<file path="src/design/lbes_pkg.sv">
// ----------------------------------------------------------------------------
// lbes_pkg: shared types and codes of the lamp effect sequencer
// Effect and light mode codes, and the structs that pass configuration,
// sequencer state and one result between the modules.
// ----------------------------------------------------------------------------
package lbes_pkg;

  // Effect codes carried by a start transaction and held as the running effect.
  localparam logic [2:0] EFF_NONE   = 3'd0;
  localparam logic [2:0] EFF_FAST   = 3'd1;
  localparam logic [2:0] EFF_SLOW   = 3'd2;
  localparam logic [2:0] EFF_MODEB  = 3'd3;
  localparam logic [2:0] EFF_DELAY  = 3'd4;
  localparam logic [2:0] EFF_NORMAL = 3'd5;

  // Light mode codes.
  localparam logic [2:0] LM_MANUAL = 3'd0;
  localparam logic [2:0] LM_FRONT  = 3'd1;
  localparam logic [2:0] LM_REAR   = 3'd2;
  localparam logic [2:0] LM_BOTH   = 3'd3;

  // Input opcodes.
  localparam logic OP_TICK  = 1'b0;
  localparam logic OP_START = 1'b1;

  // Elapsed time saturates at the top of its 17-bit range.
  localparam logic [16:0] ELAPSED_MAX = 17'h1FFFF;

  typedef struct packed {
    logic [2:0]  light_mode;
    logic        front_state;
    logic        rear_state;
    logic [15:0] tick_ms;
    logic [15:0] fast_period_ms;
    logic [15:0] slow_period_ms;
    logic [15:0] hold_ticks;
  } cfg_t;

  typedef struct packed {
    logic [2:0]  effect_mode;
    logic [15:0] remaining_count;
    logic [16:0] elapsed_ms;
  } seq_state_t;

  typedef struct packed {
    logic front_write;
    logic front_level;
    logic rear_write;
    logic rear_level;
    logic active;
  } result_t;

endpackage

</file>
<file path="src/design/lbes_cfg.sv">
// ----------------------------------------------------------------------------
// lbes_cfg: configuration register file
// Holds the seven configuration registers; writes to unused indexes are
// dropped.
// ----------------------------------------------------------------------------
module lbes_cfg (
  input  logic            clk,
  input  logic            rst,
  input  logic            cfg_we,
  input  logic [2:0]      cfg_index,
  input  logic [15:0]     cfg_data,
  output lbes_pkg::cfg_t  cfg
);

  localparam logic [2:0] REG_LIGHT_MODE  = 3'd0;
  localparam logic [2:0] REG_FRONT_STATE = 3'd1;
  localparam logic [2:0] REG_REAR_STATE  = 3'd2;
  localparam logic [2:0] REG_TICK        = 3'd3;
  localparam logic [2:0] REG_FAST        = 3'd4;
  localparam logic [2:0] REG_SLOW        = 3'd5;
  localparam logic [2:0] REG_HOLD        = 3'd6;

  always_ff @(posedge clk) begin
    if (rst) begin
      cfg.light_mode     <= lbes_pkg::LM_MANUAL;
      cfg.front_state    <= 1'b0;
      cfg.rear_state     <= 1'b0;
      cfg.tick_ms        <= 16'd50;
      cfg.fast_period_ms <= 16'd200;
      cfg.slow_period_ms <= 16'd1000;
      cfg.hold_ticks     <= 16'd100;
    end else if (cfg_we) begin
      case (cfg_index)
        REG_LIGHT_MODE:  cfg.light_mode     <= cfg_data[2:0];
        REG_FRONT_STATE: cfg.front_state    <= cfg_data[0];
        REG_REAR_STATE:  cfg.rear_state     <= cfg_data[0];
        REG_TICK:        cfg.tick_ms        <= cfg_data;
        REG_FAST:        cfg.fast_period_ms <= cfg_data;
        REG_SLOW:        cfg.slow_period_ms <= cfg_data;
        REG_HOLD:        cfg.hold_ticks     <= cfg_data;
        default: ;
      endcase
    end
  end

endmodule

</file>
<file path="src/design/lbes_step.sv">
// ----------------------------------------------------------------------------
// lbes_step: next-state and result logic for one transaction
// Applies a start or tick transaction to the current sequencer state and
// produces the next state and the lamp writes.
// ----------------------------------------------------------------------------
module lbes_step (
  input  logic                   opcode,
  input  logic [2:0]             effect,
  input  logic [15:0]            blink_count,
  input  lbes_pkg::cfg_t         cfg,
  input  lbes_pkg::seq_state_t   cur,
  output lbes_pkg::seq_state_t   nxt,
  output lbes_pkg::result_t      res
);

  logic [17:0] sum;
  logic [16:0] sat;
  logic        man;
  logic [15:0] period;
  logic        reached;
  logic        react;

  always_comb begin
    sum  = {1'b0, cur.elapsed_ms} + {2'b00, cfg.tick_ms};
    sat  = sum[17] ? lbes_pkg::ELAPSED_MAX : sum[16:0];
    man  = (cfg.light_mode == lbes_pkg::LM_MANUAL);
    react = (cfg.light_mode == lbes_pkg::LM_FRONT) || (cfg.light_mode == lbes_pkg::LM_REAR) ||
            (cfg.light_mode == lbes_pkg::LM_BOTH);

    // Phase length of the running effect; the delayed-light count steps on tick_ms.
    case (cur.effect_mode)
      lbes_pkg::EFF_SLOW:  period = cfg.slow_period_ms;
      lbes_pkg::EFF_DELAY: period = cfg.tick_ms;
      default:             period = cfg.fast_period_ms;
    endcase
    reached = (sat >= {1'b0, period});

    nxt = cur;
    res = '0;

    if (opcode == lbes_pkg::OP_START) begin
      nxt.effect_mode     = effect;
      nxt.remaining_count = blink_count;
      nxt.elapsed_ms      = '0;
    end else if (cur.remaining_count != 16'd0) begin
      case (cur.effect_mode)
        lbes_pkg::EFF_FAST, lbes_pkg::EFF_SLOW, lbes_pkg::EFF_MODEB: begin
          nxt.elapsed_ms = sat;
          if (reached) begin
            res.front_write = 1'b1;
            res.rear_write  = 1'b1;
            if (cur.remaining_count[0]) begin
              if (cur.effect_mode == lbes_pkg::EFF_MODEB) begin
                // Mode blink lights the lamps named by the light mode.
                if ((man && cfg.front_state && !cfg.rear_state) ||
                    cfg.light_mode == lbes_pkg::LM_FRONT) begin
                  res.front_level = 1'b1;
                end else if ((man && !cfg.front_state && cfg.rear_state) ||
                             cfg.light_mode == lbes_pkg::LM_REAR) begin
                  res.rear_level = 1'b1;
                end else if ((man && cfg.front_state && cfg.rear_state) ||
                             cfg.light_mode == lbes_pkg::LM_BOTH) begin
                  res.front_level = 1'b1;
                  res.rear_level  = 1'b1;
                end else begin
                  res.front_write = 1'b0;
                  res.rear_write  = 1'b0;
                end
              end else begin
                res.rear_level = 1'b1;
              end
            end
            nxt.remaining_count = cur.remaining_count - 16'd1;
            nxt.elapsed_ms      = '0;
          end
        end
        lbes_pkg::EFF_DELAY: begin
          nxt.elapsed_ms = sat;
          if (reached) begin
            nxt.remaining_count = cur.remaining_count - 16'd1;
            nxt.elapsed_ms      = '0;
          end
        end
        default: ;
      endcase
    end else begin
      case (cur.effect_mode)
        lbes_pkg::EFF_FAST, lbes_pkg::EFF_SLOW, lbes_pkg::EFF_MODEB: begin
          nxt.elapsed_ms = sat;
          if (reached) begin
            nxt.effect_mode = lbes_pkg::EFF_NONE;
            nxt.elapsed_ms  = '0;
            if (cur.effect_mode == lbes_pkg::EFF_SLOW) begin
              res.front_write = 1'b1;
              res.rear_write  = 1'b1;
              res.rear_level  = 1'b1;
            end else if (man) begin
              // Restore the manual lamp states.
              res.front_write = cfg.front_state;
              res.front_level = cfg.front_state;
              res.rear_write  = cfg.rear_state;
              res.rear_level  = cfg.rear_state;
            end else if (cur.effect_mode == lbes_pkg::EFF_MODEB && react) begin
              nxt.effect_mode     = lbes_pkg::EFF_DELAY;
              nxt.remaining_count = cfg.hold_ticks;
            end
          end
        end
        lbes_pkg::EFF_DELAY: begin
          res.front_write = 1'b1;
          res.rear_write  = 1'b1;
          nxt.effect_mode = lbes_pkg::EFF_NONE;
          nxt.elapsed_ms  = '0;
        end
        lbes_pkg::EFF_NORMAL: begin
          nxt.effect_mode = lbes_pkg::EFF_NONE;
        end
        default: ;
      endcase
    end

    res.active = (opcode == lbes_pkg::OP_START) ||
                 (nxt.effect_mode != lbes_pkg::EFF_NONE) || (nxt.remaining_count != 16'd0);
  end

endmodule

</file>
<file path="src/design/led_blink_effect_sequencer_unit.sv">
// ----------------------------------------------------------------------------
// led_blink_effect_sequencer_unit: two-lamp blink effect sequencer
// Pipeline: the input register, then the result register.
// Throughput: one transaction per cycle unless the result channel stalls; the
//   state update is a single add, saturate and compare between the two registers.
// Reset: synchronous, active high; clears both pipeline valids and the effect
//   state, and loads the configuration registers with their defaults.
// ----------------------------------------------------------------------------
module led_blink_effect_sequencer_unit (
  input  logic        clk,
  input  logic        rst,
  // Configuration write port.
  input  logic        cfg_we,
  input  logic [2:0]  cfg_index,
  input  logic [15:0] cfg_data,
  // Input channel.
  input  logic        in_valid,
  output logic        in_ready,
  input  logic        opcode,
  input  logic [2:0]  effect,
  input  logic [15:0] blink_count,
  // Result channel.
  output logic        out_valid,
  input  logic        out_ready,
  output logic        front_write,
  output logic        front_level,
  output logic        rear_write,
  output logic        rear_level,
  output logic        active
);

  lbes_pkg::cfg_t       cfg;
  lbes_pkg::seq_state_t state;
  lbes_pkg::seq_state_t state_next;
  lbes_pkg::result_t    res;

  // Input register: holds one accepted transaction until the step logic can
  // retire it into the result register.
  logic        s1_valid;
  logic        s1_opcode;
  logic [2:0]  s1_effect;
  logic [15:0] s1_blink_count;
  logic        s1_go;

  // The step retires when the result register is empty or is being drained in
  // the same cycle. The input register refills whenever it empties or retires,
  // so a new transaction is taken while a finished result still waits.
  assign s1_go    = s1_valid && (!out_valid || out_ready);
  assign in_ready = !s1_valid || s1_go;

  lbes_cfg u_cfg (
    .clk       (clk),
    .rst       (rst),
    .cfg_we    (cfg_we),
    .cfg_index (cfg_index),
    .cfg_data  (cfg_data),
    .cfg       (cfg)
  );

  lbes_step u_step (
    .opcode      (s1_opcode),
    .effect      (s1_effect),
    .blink_count (s1_blink_count),
    .cfg         (cfg),
    .cur         (state),
    .nxt         (state_next),
    .res         (res)
  );

  // Input register control and payload.
  always_ff @(posedge clk) begin
    if (rst) begin
      s1_valid <= 1'b0;
    end else if (in_ready) begin
      s1_valid <= in_valid;
    end
  end

  always_ff @(posedge clk) begin
    if (in_valid && in_ready) begin
      s1_opcode      <= opcode;
      s1_effect      <= effect;
      s1_blink_count <= blink_count;
    end
  end

  // Sequencer state advances exactly once per retired transaction, so the
  // next transaction in the input register always sees the updated state.
  always_ff @(posedge clk) begin
    if (rst) begin
      state <= '0;
    end else if (s1_go) begin
      state <= state_next;
    end
  end

  // Result register.
  always_ff @(posedge clk) begin
    if (rst) begin
      out_valid <= 1'b0;
    end else if (s1_go) begin
      out_valid <= 1'b1;
    end else if (out_ready) begin
      out_valid <= 1'b0;
    end
  end

  always_ff @(posedge clk) begin
    if (s1_go) begin
      front_write <= res.front_write;
      front_level <= res.front_level;
      rear_write  <= res.rear_write;
      rear_level  <= res.rear_level;
      active      <= res.active;
    end
  end

  // A held transaction with a stalled result must block new input.
  a_stall_blocks_input: assert property (@(posedge clk) disable iff (rst)
    (s1_valid && out_valid && !out_ready) |-> !in_ready)
    else $error("input accepted while the pipeline was full");

  // A start transaction writes no lamp and keeps the timer running.
  a_start_result: assert property (@(posedge clk) disable iff (rst)
    (s1_go && s1_opcode == lbes_pkg::OP_START) |=>
      (out_valid && !front_write && !rear_write && active))
    else $error("start transaction gave a lamp write or an inactive result");

  // A lamp level is only ever high together with its write strobe.
  a_level_needs_write: assert property (@(posedge clk) disable iff (rst)
    out_valid |-> ((!front_level || front_write) && (!rear_level || rear_write)))
    else $error("lamp level set without a write");

  // An inactive tick result leaves the sequencer fully idle.
  a_inactive_idle: assert property (@(posedge clk) disable iff (rst)
    (s1_go && s1_opcode == lbes_pkg::OP_TICK && !res.active) |=>
      (state.effect_mode == lbes_pkg::EFF_NONE && state.remaining_count == 16'd0))
    else $error("timer reported inactive with an effect still pending");

endmodule

</file>
<file path="config.mk">
export PLATFORM = sky130hd
export DESIGN_NAME = led_blink_effect_sequencer_unit
export DESIGN_NICKNAME = d
export VERILOG_FILES = /design/src/design/lbes_pkg.sv /design/src/design/lbes_cfg.sv /design/src/design/lbes_step.sv /design/src/design/led_blink_effect_sequencer_unit.sv
export SDC_FILE = /design/constraint.sdc
export NUM_CORES = 1
export LEC_CHECK = 0
export BUFFER_PORTS_ARGS = -buffer_cell sky130_fd_sc_hd__buf_2
export CORE_UTILIZATION = 30
export DETAILED_ROUTE_END_ITERATION = 7
export GPL_TIMING_DRIVEN = 0
export HOLD_SLACK_MARGIN = 0.02
export MAX_ROUTING_LAYER = met4
export PLACE_DENSITY = 0.43
export SYNTH_ARGS = -nofsm -noshare
export SYNTH_HDL_FRONTEND = slang
export SYNTH_HIERARCHICAL = 1
export SYNTH_SLANG_ARGS = --single-unit
</file>
<file path="constraint.sdc">
create_clock -name clk -period 6.8 [get_ports clk]
set_clock_uncertainty 0.1 [all_clocks]
set_input_delay 1.02 -clock clk [delete_from_list [all_inputs] [get_ports clk]]
set_output_delay 1.02 -clock clk [all_outputs]
set_load 0.01 [all_outputs]
</file>
# Word-level counts from Yosys, hierarchy flattened

Cells that the tools add are included.

Multiply operators: 0
Shift-type cells: 0
Equality and inequality tests: 15
Divide/modulo/power cells: 0
Muxes and demuxes: 37
Reduce and logical (&&, ||, !) cells: 39
Bitwise gates (word level): 0
Magnitude comparators: 1
Add/subtract/negate cells: 2

Operators with widths:

| operator                | number |
|---|---|
| $mux W33                | 3 |
| $mux W36                | 2 |
| $mux W19                | 3 |
| $pmux W17 S2            | 1 |
| $pmux W16 S2            | 1 |
| $reduce_bool A16 Y1     | 2 |
| $mux W4                 | 6 |
| $add A17 B16 Y18        | 1 |
| $eq A3 B2 Y1 const B    | 6 |
| $ge A17 B16 Y1          | 1 |
| $mux W17                | 1 |
| $mux W16                | 1 |
| $sub A16 B1 Y16 const B | 1 |
| $eq A3 B3 Y1 const B    | 5 |
| $reduce_and A2 Y1       | 7 |
| $mux W1                 | 11 |
| $eq A3 B1 Y1 const B    | 3 |
| $logic_or A1 B1 Y1      | 9 |
| $mux W3                 | 3 |
| $logic_and A1 B1 Y1     | 8 |
| $logic_not A3 Y1        | 2 |
| $pmux W3 S2             | 1 |
| $logic_not A1 Y1        | 4 |
| $mux W2                 | 2 |
| 9 further kinds         | 10 |

Latch bits: 0
Word-level logic and storage cells: 114
Register bits: 132
Input port bits: 44
Output and inout port bits: 7
Memories: 0
ROM bits: 0
Memory bits (writable): 0

# Logic depth before layout (Yosys ltp)

Gate-level depths: netlist (run 1).

Depth after elaboration: 14
Depth in mapped cells: 26
Gate-level depth less buffers: 25

# Modules after synthesis

Netlist (run 1), hierarchy kept.

By module, submodules not included:

| module                          | cells an instance | times used | area each (um2) | seq. area each (um2) |
|---|---|---|---|---|
| lbes_cfg                        | 266               | 1          | 2882.8          | 1381.3 |
| lbes_step                       | 420               | 1          | 2691.3          | 0.0 |
| led_blink_effect_sequencer_unit | 191               | 1          | 2486.1          | 1511.4 |

# Worst setup path after synthesis (run 1)

Ideal clock, no wire load.

Path kind: register to register
Start point: register u_cfg/cfg[48] (netlist name)
End point: register active, data pin
Arrival: 5101 ps
Period minus slack after synthesis: 5470 ps
Setup time: 269 ps
Buffers on the path: 0
Stages on the path, launching flop included: 23
Data required time: 6431 ps
Setup slack: 1330 ps
Path through: dfxtp_1 -> ha_1 -> fa_1 -> a211oi_1 -> o21ai_1 -> o2111a_1 -> or3_1 -> a21o_1 -> a21oi_1 -> xor2_1 -> nand2_1 -> ha_1 -> nand3_1 -> nor4_1 -> o21ai_0 -> o21ai_0 -> a211oi_1 -> or4_1 -> or4_1 -> mux2i_1 -> o21ai_0 -> nor4_1 -> nand3_1

RTL lines:

| what                   | RTL line                               | text |
|---|---|---|
| end signal: assignment | led_blink_effect_sequencer_unit.sv:114 | `active <= res.active;` |
| end: declaration       | led_blink_effect_sequencer_unit.sv:29  | `output logic active` |

==> flow_metrics.env, run 1 <==
export IMPL_status="complete, but fails checks"
export IMPL_violations="design-rule violations"
export IMPL_timing_rr_start="u_cfg/cfg[48]"
export IMPL_yosys_area_top_type="dfxtp_1"
export IMPL_start_kind="flip-flop"
export IMPL_cts_sinks=132
export IMPL_ys_warn_count=6
export IMPL_vias_per_cell=4.999
export IMPL_cp_end_kind="flip-flop"
export IMPL_fin_ws_ns=0.3081
export IMPL_syn_area_per_cell_um2=9.191
export IMPL_yosysMostFrequentCell="nand2b_1"
export IMPL_drv_cap=0
export IMPL_synthesis_area_um2=8060
export IMPL_synth_top_cells_by_count="nand2b_1, dfxtp_1, mux2i_1"
export IMPL_cts_tree="done"
export IMPL_fin_area_um2=9311
export IMPL_cts_max_level=4
export IMPL_fin_crit_sh=0.9547
export IMPL_place_ws_ns=0.09410
export IMPL_clk_path_buf_depth=2
export IMPL_r2r_setup_slack_ns=0.31
export IMPL_antenna_found_initial=0
export IMPL_min_path_type="flip-flop to flip-flop"
export IMPL_die_x_um=165.9
export IMPL_antenna_left=0
export IMPL_start_util=0.3076
export IMPL_grt_start_max_net_pins=17
export IMPL_dieHeight_um=165.9
export IMPL_grt_overflow=0
export IMPL_final_max_slew_viol_count=0
export IMPL_insertion_delay_ns=0.42
export IMPL_path_class="flip-flop to flip-flop"
export IMPL_io_pins=51
export IMPL_nNetsFinal=1024
export IMPL_grt_pass1_wl_um=38520
export IMPL_startpoint="u_cfg/cfg[48]"
export IMPL_drt_total_wl_um=24720
export IMPL_max_clock_freq_mhz=154.0
export IMPL_yosys_register_bits=132
export IMPL_port_buffers=49
export IMPL_fillerInstances=2701
export IMPL_setup_violations=0
export IMPL_num_vias=6469
export IMPL_power_density_nw_per_um2=214.7
export IMPL_cp_required_ns=6.85
export IMPL_dp_hpwl_um=18570
export IMPL_layout_drive_gt1_share=0.1314
export IMPL_synth_top_area_frac=0.2658
export IMPL_row_count=59
export IMPL_yosysUniqueCellTypes=67
export IMPL_cp_data_arrival_time_ns=6.54
export IMPL_grt_usage=0.1895
export IMPL_holdCritStartpoint="state[33]"
export IMPL_cts_buffers=17
export IMPL_synthToLayoutAreaGrowth_pct=15.52
export IMPL_place_area_um2=8748
export IMPL_synth_area_leaders="dfxtp_1, mux2i_1, nand2b_1, edfxtp_1, ha_1"
export IMPL_netlist_instances=877
export IMPL_clkTransAtPathRegs_ns=0.06
export IMPL_routedWlPerCell_um=19.10
export IMPL_core_region_area_um2=26210
export IMPL_dr_pass1_iters=6
export IMPL_drc=4
export IMPL_crit_fanout=4
export IMPL_tightest_slew_ns=1.161
export IMPL_final_hold_viol_count=0
export IMPL_synth_edf_count=25
export IMPL_clock_root_buffer="clkbuf_16"
export IMPL_period_needed_ns=6.492
export IMPL_routabilityCongestion=0.8424
export IMPL_whs_ns=0.3739
export IMPL_dieArea_um2=27530
export IMPL_vdd_drop_max_v=0.0001239
export IMPL_syn_nets=955
export IMPL_grt_pass1_vias=6292
export IMPL_relSlewSlack=0.2195
export IMPL_rsz0062_at_grt="no"
export IMPL_antenna_cells=0
export IMPL_async_reset_ff_frac=0
export IMPL_yosysSeqAreaShare=0.3589
export IMPL_p_leak_nw=3.794
export IMPL_drt_iter0_drc=399
export IMPL_ys_flop_type="dfxtp_1"
-- worst max-delay path: stages (launching register included) --
cell and delay [ns]:
dfxtp_1 0.35, ha_1 0.24, fa_1 0.45, a211oi_1 0.29, o21ai_1 0.19, o2111a_1 0.33
or3_1 0.40, a21o_1 0.19, a21oi_1 0.17, xor2_1 0.16, nand2_1 0.09, ha_1 0.36
nand3_1 0.13, nor4_1 0.30, o21ai_0 0.12, o21ai_0 0.28, a211oi_2 0.13, or4_1 0.67
or4_1 0.46, mux2i_1 0.15, o21ai_0 0.13, nor4_2 0.39, nand3_1 0.14
-- registers in the layout, summed over array words and instances (netlist names) --
| signal | flops |
|---|---|
| s1_valid | 1 |
| active | 1 |
| front_level | 1 |
| out_valid | 1 |
| s1_effect | 3 |
| s1_blink_count | 16 |
| state | 36 |
| rear_write | 1 |
| u_cfg/cfg | 69 |
| rear_level | 1 |
| s1_opcode | 1 |
| front_write | 1 |
-- path summary, 6_finish.rpt --
| check | to | cells after the start |
|---|---|---|
| min | state[33] | 2 |
| max | active | 22 |
| min reg2reg | state[33] | 2 |
| max reg2reg | active | 22 |
-- metal layers --
metal / vias up / GRT usage / share of wire
met4: 0 / 0.03982 / 0.0054
met2: 111 / 0.2776 / 0.43
met3: 8 / 0.02645 / 0.027
met1: 3092 / 0.2742 / 0.54
met5: - / - / 0
li1: 3258 / - / -
-- cell usage in the layout, fill, tap and decap left out, drive strengths merged, types with 12 or more instances in the layout --
cell type / count
a22o: 16
inv: 12
a22oi: 16
edfxtp: 25
nand2b: 147
nor3: 15
a21oi: 62
clkbuf: 56
nor2: 63
a21o: 14
dfxtp: 107
ha: 33
mux2i: 107
buf: 73
nand2: 44
xnor2: 16
o21ai: 35
-- power by group --
group | switching, W | internal (W) | leakage, nW
clock network | 0.000387 | 0.000473 | 0.244
registers | 0.0000168 | 0.000821 | 1.11
logic | 0.000184 | 0.000117 | 2.44
-- area by class of cell --
class	count	area (um^2)	share of cell area
repair buffers	50	260.3	0.02795
multi-input cells	678	4815	0.5171
flip-flops and latches	132	2893	0.3107
well taps	335	419.2	0.04501
inverters	8	30.03	0.003225
plain buffers	59	359.1	0.03856
clock buffers	20	436.7	0.04690
clock inverters	12	98.84	0.01062
-- per-stage QoR --
step	std cells	power (W)	util	TNS [ns]
after floorplan	877	0.001054	-	0
after global placement	1261	0.001153	0.3329	-0.6134
after detailed placement	1262	0.001153	0.3338	0
after CTS	1294	0.002020	0.3543	0
after global routing	1294	0.002093	0.3553	0
final	1294	0.001999	0.3553	0
-- cell families (layout without fill, tap and decap cells) --
logic type / after synthesis / count (layout) / share of synthesized area
AO/OA/AOI/OAI: 169 / 169 / 0.1319
XOR/XNOR: 24 / 24 / 0.02608
adder cells (fa/ha/maj): 34 / 34 / 0.05371
buffers and inverters: 67 / 149 / 0.04812
flip-flops: 132 / 132 / 0.3589
multiplexers: 108 / 108 / 0.1343
AND/OR/NAND/NOR: 343 / 343 / 0.2470
-- what timing repair did --
action | 4_1_cts | 5_1_grt
setup buffers | 0 | 0
gates resized for setup | 0 | 7
endpoints found under the setup margin | 0 | 6
hold buffers | 0 | 0
No activity file was read; power rests on OpenSTA's default activity.
==> run 2, diff against run 1 <==
--- a/config.mk
+++ b/config.mk
@@ -7,6 +7,8 @@
 export LEC_CHECK = 0
 export BUFFER_PORTS_ARGS = -buffer_cell sky130_fd_sc_hd__buf_2
 export CORE_UTILIZATION = 30
+export CTS_BUF_LIST = sky130_fd_sc_hd__clkbuf_4 sky130_fd_sc_hd__clkbuf_8
+export CTS_CLUSTER_SIZE = 20
 export DETAILED_ROUTE_END_ITERATION = 7
 export GPL_TIMING_DRIVEN = 0
 export HOLD_SLACK_MARGIN = 0.02
==> run 2 against run 1 <==
Effect of this change: the run still ends with design-rule violations left; critical path depth unchanged; final cell count did not move; sequential cell count stayed put; global-route usage is essentially flat; critical endpoint unchanged; largest cell class unchanged.
==> flow_metrics.env, run 2 (synthesized netlist as in run 1, its figures left out) <==
export IMPL_core_region_area_um2=26210
export IMPL_power_frac_comb=0.170
export IMPL_timing_rr_start="u_cfg/cfg[48]"
export IMPL_layout_commonest_cell="nand2b_1"
export IMPL_cts_buffers=17
export IMPL_min_path_cells=2
export IMPL_power_density_nw_per_um2=193.3
export IMPL_reg_top3="u_cfg/cfg: 69 flops, state: 36 flops, s1_blink_count: 16 flops"
export IMPL_top_usage_layer="met2"
export IMPL_final_max_slew_viol_count=0
export IMPL_crit_fanout=4
export IMPL_num_vias=6474
export IMPL_use_met2=0.2779
export IMPL_period_needed_ns=6.511
export IMPL_antenna_found_initial=0
export IMPL_nNetsFinal=1024
export IMPL_hold_end="state[33]"
export IMPL_drt_iter0_drc=428
export IMPL_whs_ns=0.3765
export IMPL_dr_pass1_iters=7
export IMPL_min_path_type="flip-flop to flip-flop"
export IMPL_tightest_slew_ns=1.143
export IMPL_max_clock_freq_mhz=153.6
export IMPL_row_count=59
export IMPL_path_class="flip-flop to flip-flop"
export IMPL_dieArea_um2=27530
export IMPL_insertion_delay_ns=0.46
export IMPL_fin_util=0.3484
export IMPL_grt_pass1_vias=6297
export IMPL_cts_sinks=132
export IMPL_drv_cap=0
export IMPL_start_util=0.3076
export IMPL_layout_common_cells="nand2b_1, mux2i_1, dfxtp_1"
export IMPL_violations="design-rule violations"
export IMPL_grt_overflow=0
export IMPL_fin_area_um2=9131
export IMPL_grtUsageMet3=0.02645
export IMPL_status="complete, but fails checks"
export IMPL_vias_per_cell=5.003
export IMPL_cp_required_ns=6.89
export IMPL_drt_total_wl_um=24720
export IMPL_power_share_clock=0.355
export IMPL_fin_crit_sh=0.9575
export IMPL_largest_reg_flops=69
export IMPL_routabilityCongestion=0.8424
export IMPL_die_x_um=165.9
export IMPL_vdd_drop_max_v=0.00009466
export IMPL_cp_end_kind="flip-flop"
export IMPL_cts_hold_buf=0
export IMPL_r2r_cells=22
export IMPL_crit_reg2reg_capture="active"
export IMPL_start_kind="flip-flop"
export IMPL_setup_violations=0
export IMPL_clkTransAtPathRegs_ns=0.09
export IMPL_cts_tree="done"
export IMPL_grt_start_max_net_pins=17
export IMPL_grt_pass1_wl_um=38410
export IMPL_clock_root_buffer="clkbuf_8"
export IMPL_holdCritStartpoint="state[33]"
export IMPL_rsz0062_at_grt="no"
export IMPL_seqPwrFrac=0.474
export IMPL_clk_path_buf_depth=2
export IMPL_final_hold_viol_count=0
export IMPL_dieHeight_um=165.9
export IMPL_port_buffers=49
export IMPL_dp_hpwl_um=18570
export IMPL_antenna_left=0
export IMPL_intPower_w=0.001208
export IMPL_power_switching_w=0.0005577
export IMPL_grt_usage=0.1891
export IMPL_largest_register="u_cfg/cfg"
export IMPL_grtUsageMet1=0.2732
export IMPL_cts_max_level=4
export IMPL_fillerInstances=2711
export IMPL_layout_drive_gt1_share=0.1345
export IMPL_swShare=0.3159
export IMPL_r2r_setup_slack_ns=0.29
export IMPL_synthToLayoutAreaGrowth_pct=13.29
export IMPL_routedWlPerCell_um=19.10
export IMPL_io_pins=51
export IMPL_cp_data_arrival_time_ns=6.60
export IMPL_antenna_cells=0
export IMPL_p_leak_nw=3.717
export IMPL_place_area_um2=8748
export IMPL_relSlewSlack=0.2319
export IMPL_drc=4
[run 2: how the worst max path moves through the flow]
stage                              from      to  slack, ns  cells after the start
after floorplan           u_cfg/cfg[48]  active       1.33                     22
after global placement        state[34]  active      -0.30                     18
after detailed placement  u_cfg/cfg[48]  active       0.09                     23
after CTS                 u_cfg/cfg[48]  active       0.07                     23
after global routing      u_cfg/cfg[48]  active      0.002                     22
final                     u_cfg/cfg[48]  active       0.29                     22
[run 2: per-stage QoR]
stage / cells / worst slack (ns) / power (W) / TNS, ns
global placement: 1261 / -0.3005 / 0.001153 / -0.6134
CTS: 1294 / 0.06629 / 0.001786 / 0
detailed placement: 1262 / 0.09410 / 0.001153 / 0
global route: 1294 / 0.001759 / 0.001858 / 0
floorplan: 877 / 1.330 / 0.001054 / 0
finish: 1294 / 0.2887 / 0.001765 / 0
[run 2: routing by layer]
metal / vias to the layer above / share of wire
li1: 3259 / -
met1: 3085 / 0.54
met2: 114 / 0.43
met3: 16 / 0.027
met4: 0 / 0.0073
met5: - / 0
[run 2: power groups by stage]
stage / clock [W] / combinational [W] / sequential (W)
2_1_floorplan: 0 / 0.000204 / 0.000850
3_3_place_gp: 0 / 0.000297 / 0.000856
3_5_place_dp: 0 / 0.000298 / 0.000855
4_1_cts: 0.000649 / 0.000300 / 0.000837
5_1_grt: 0.000687 / 0.000332 / 0.000840
6_report: 0.000627 / 0.000301 / 0.000837
[run 2: area by class of cell]
class / instances / area, um^2 / area share
Clock buffer: 20 / 256.5 / 0.02809
Buffer: 59 / 359.1 / 0.03933
Sequential cell: 132 / 2893 / 0.3168
Timing Repair Buffer: 50 / 260.3 / 0.02850
Tap cell: 335 / 419.2 / 0.04590
Multi-Input combinational cell: 678 / 4815 / 0.5273
Inverter: 8 / 30.03 / 0.003289
Clock inverter: 12 / 98.84 / 0.01082
[run 2: critical path, stage by stage, from the launching register on]
cell      delay [ns]
dfxtp_1         0.35
ha_1            0.23
fa_1            0.45
a211oi_1        0.28
o21ai_1         0.19
o2111a_1        0.33
or3_1           0.40
a21o_1          0.20
a21oi_1         0.17
xor2_1          0.17
nand2_1         0.10
ha_1            0.36
nand3_1         0.13
nor4_1          0.30
o21ai_0         0.12
o21ai_0         0.28
a211oi_2        0.13
or4_1           0.67
or4_1           0.46
mux2i_1         0.16
o21ai_0         0.13
nor4_2          0.40
nand3_1         0.14
[run 2: what timing repair did]
item | in CTS | in global routing
resized for setup | 0 | 7
setup endpoints to repair | 0 | 6
setup buffers | 0 | 0
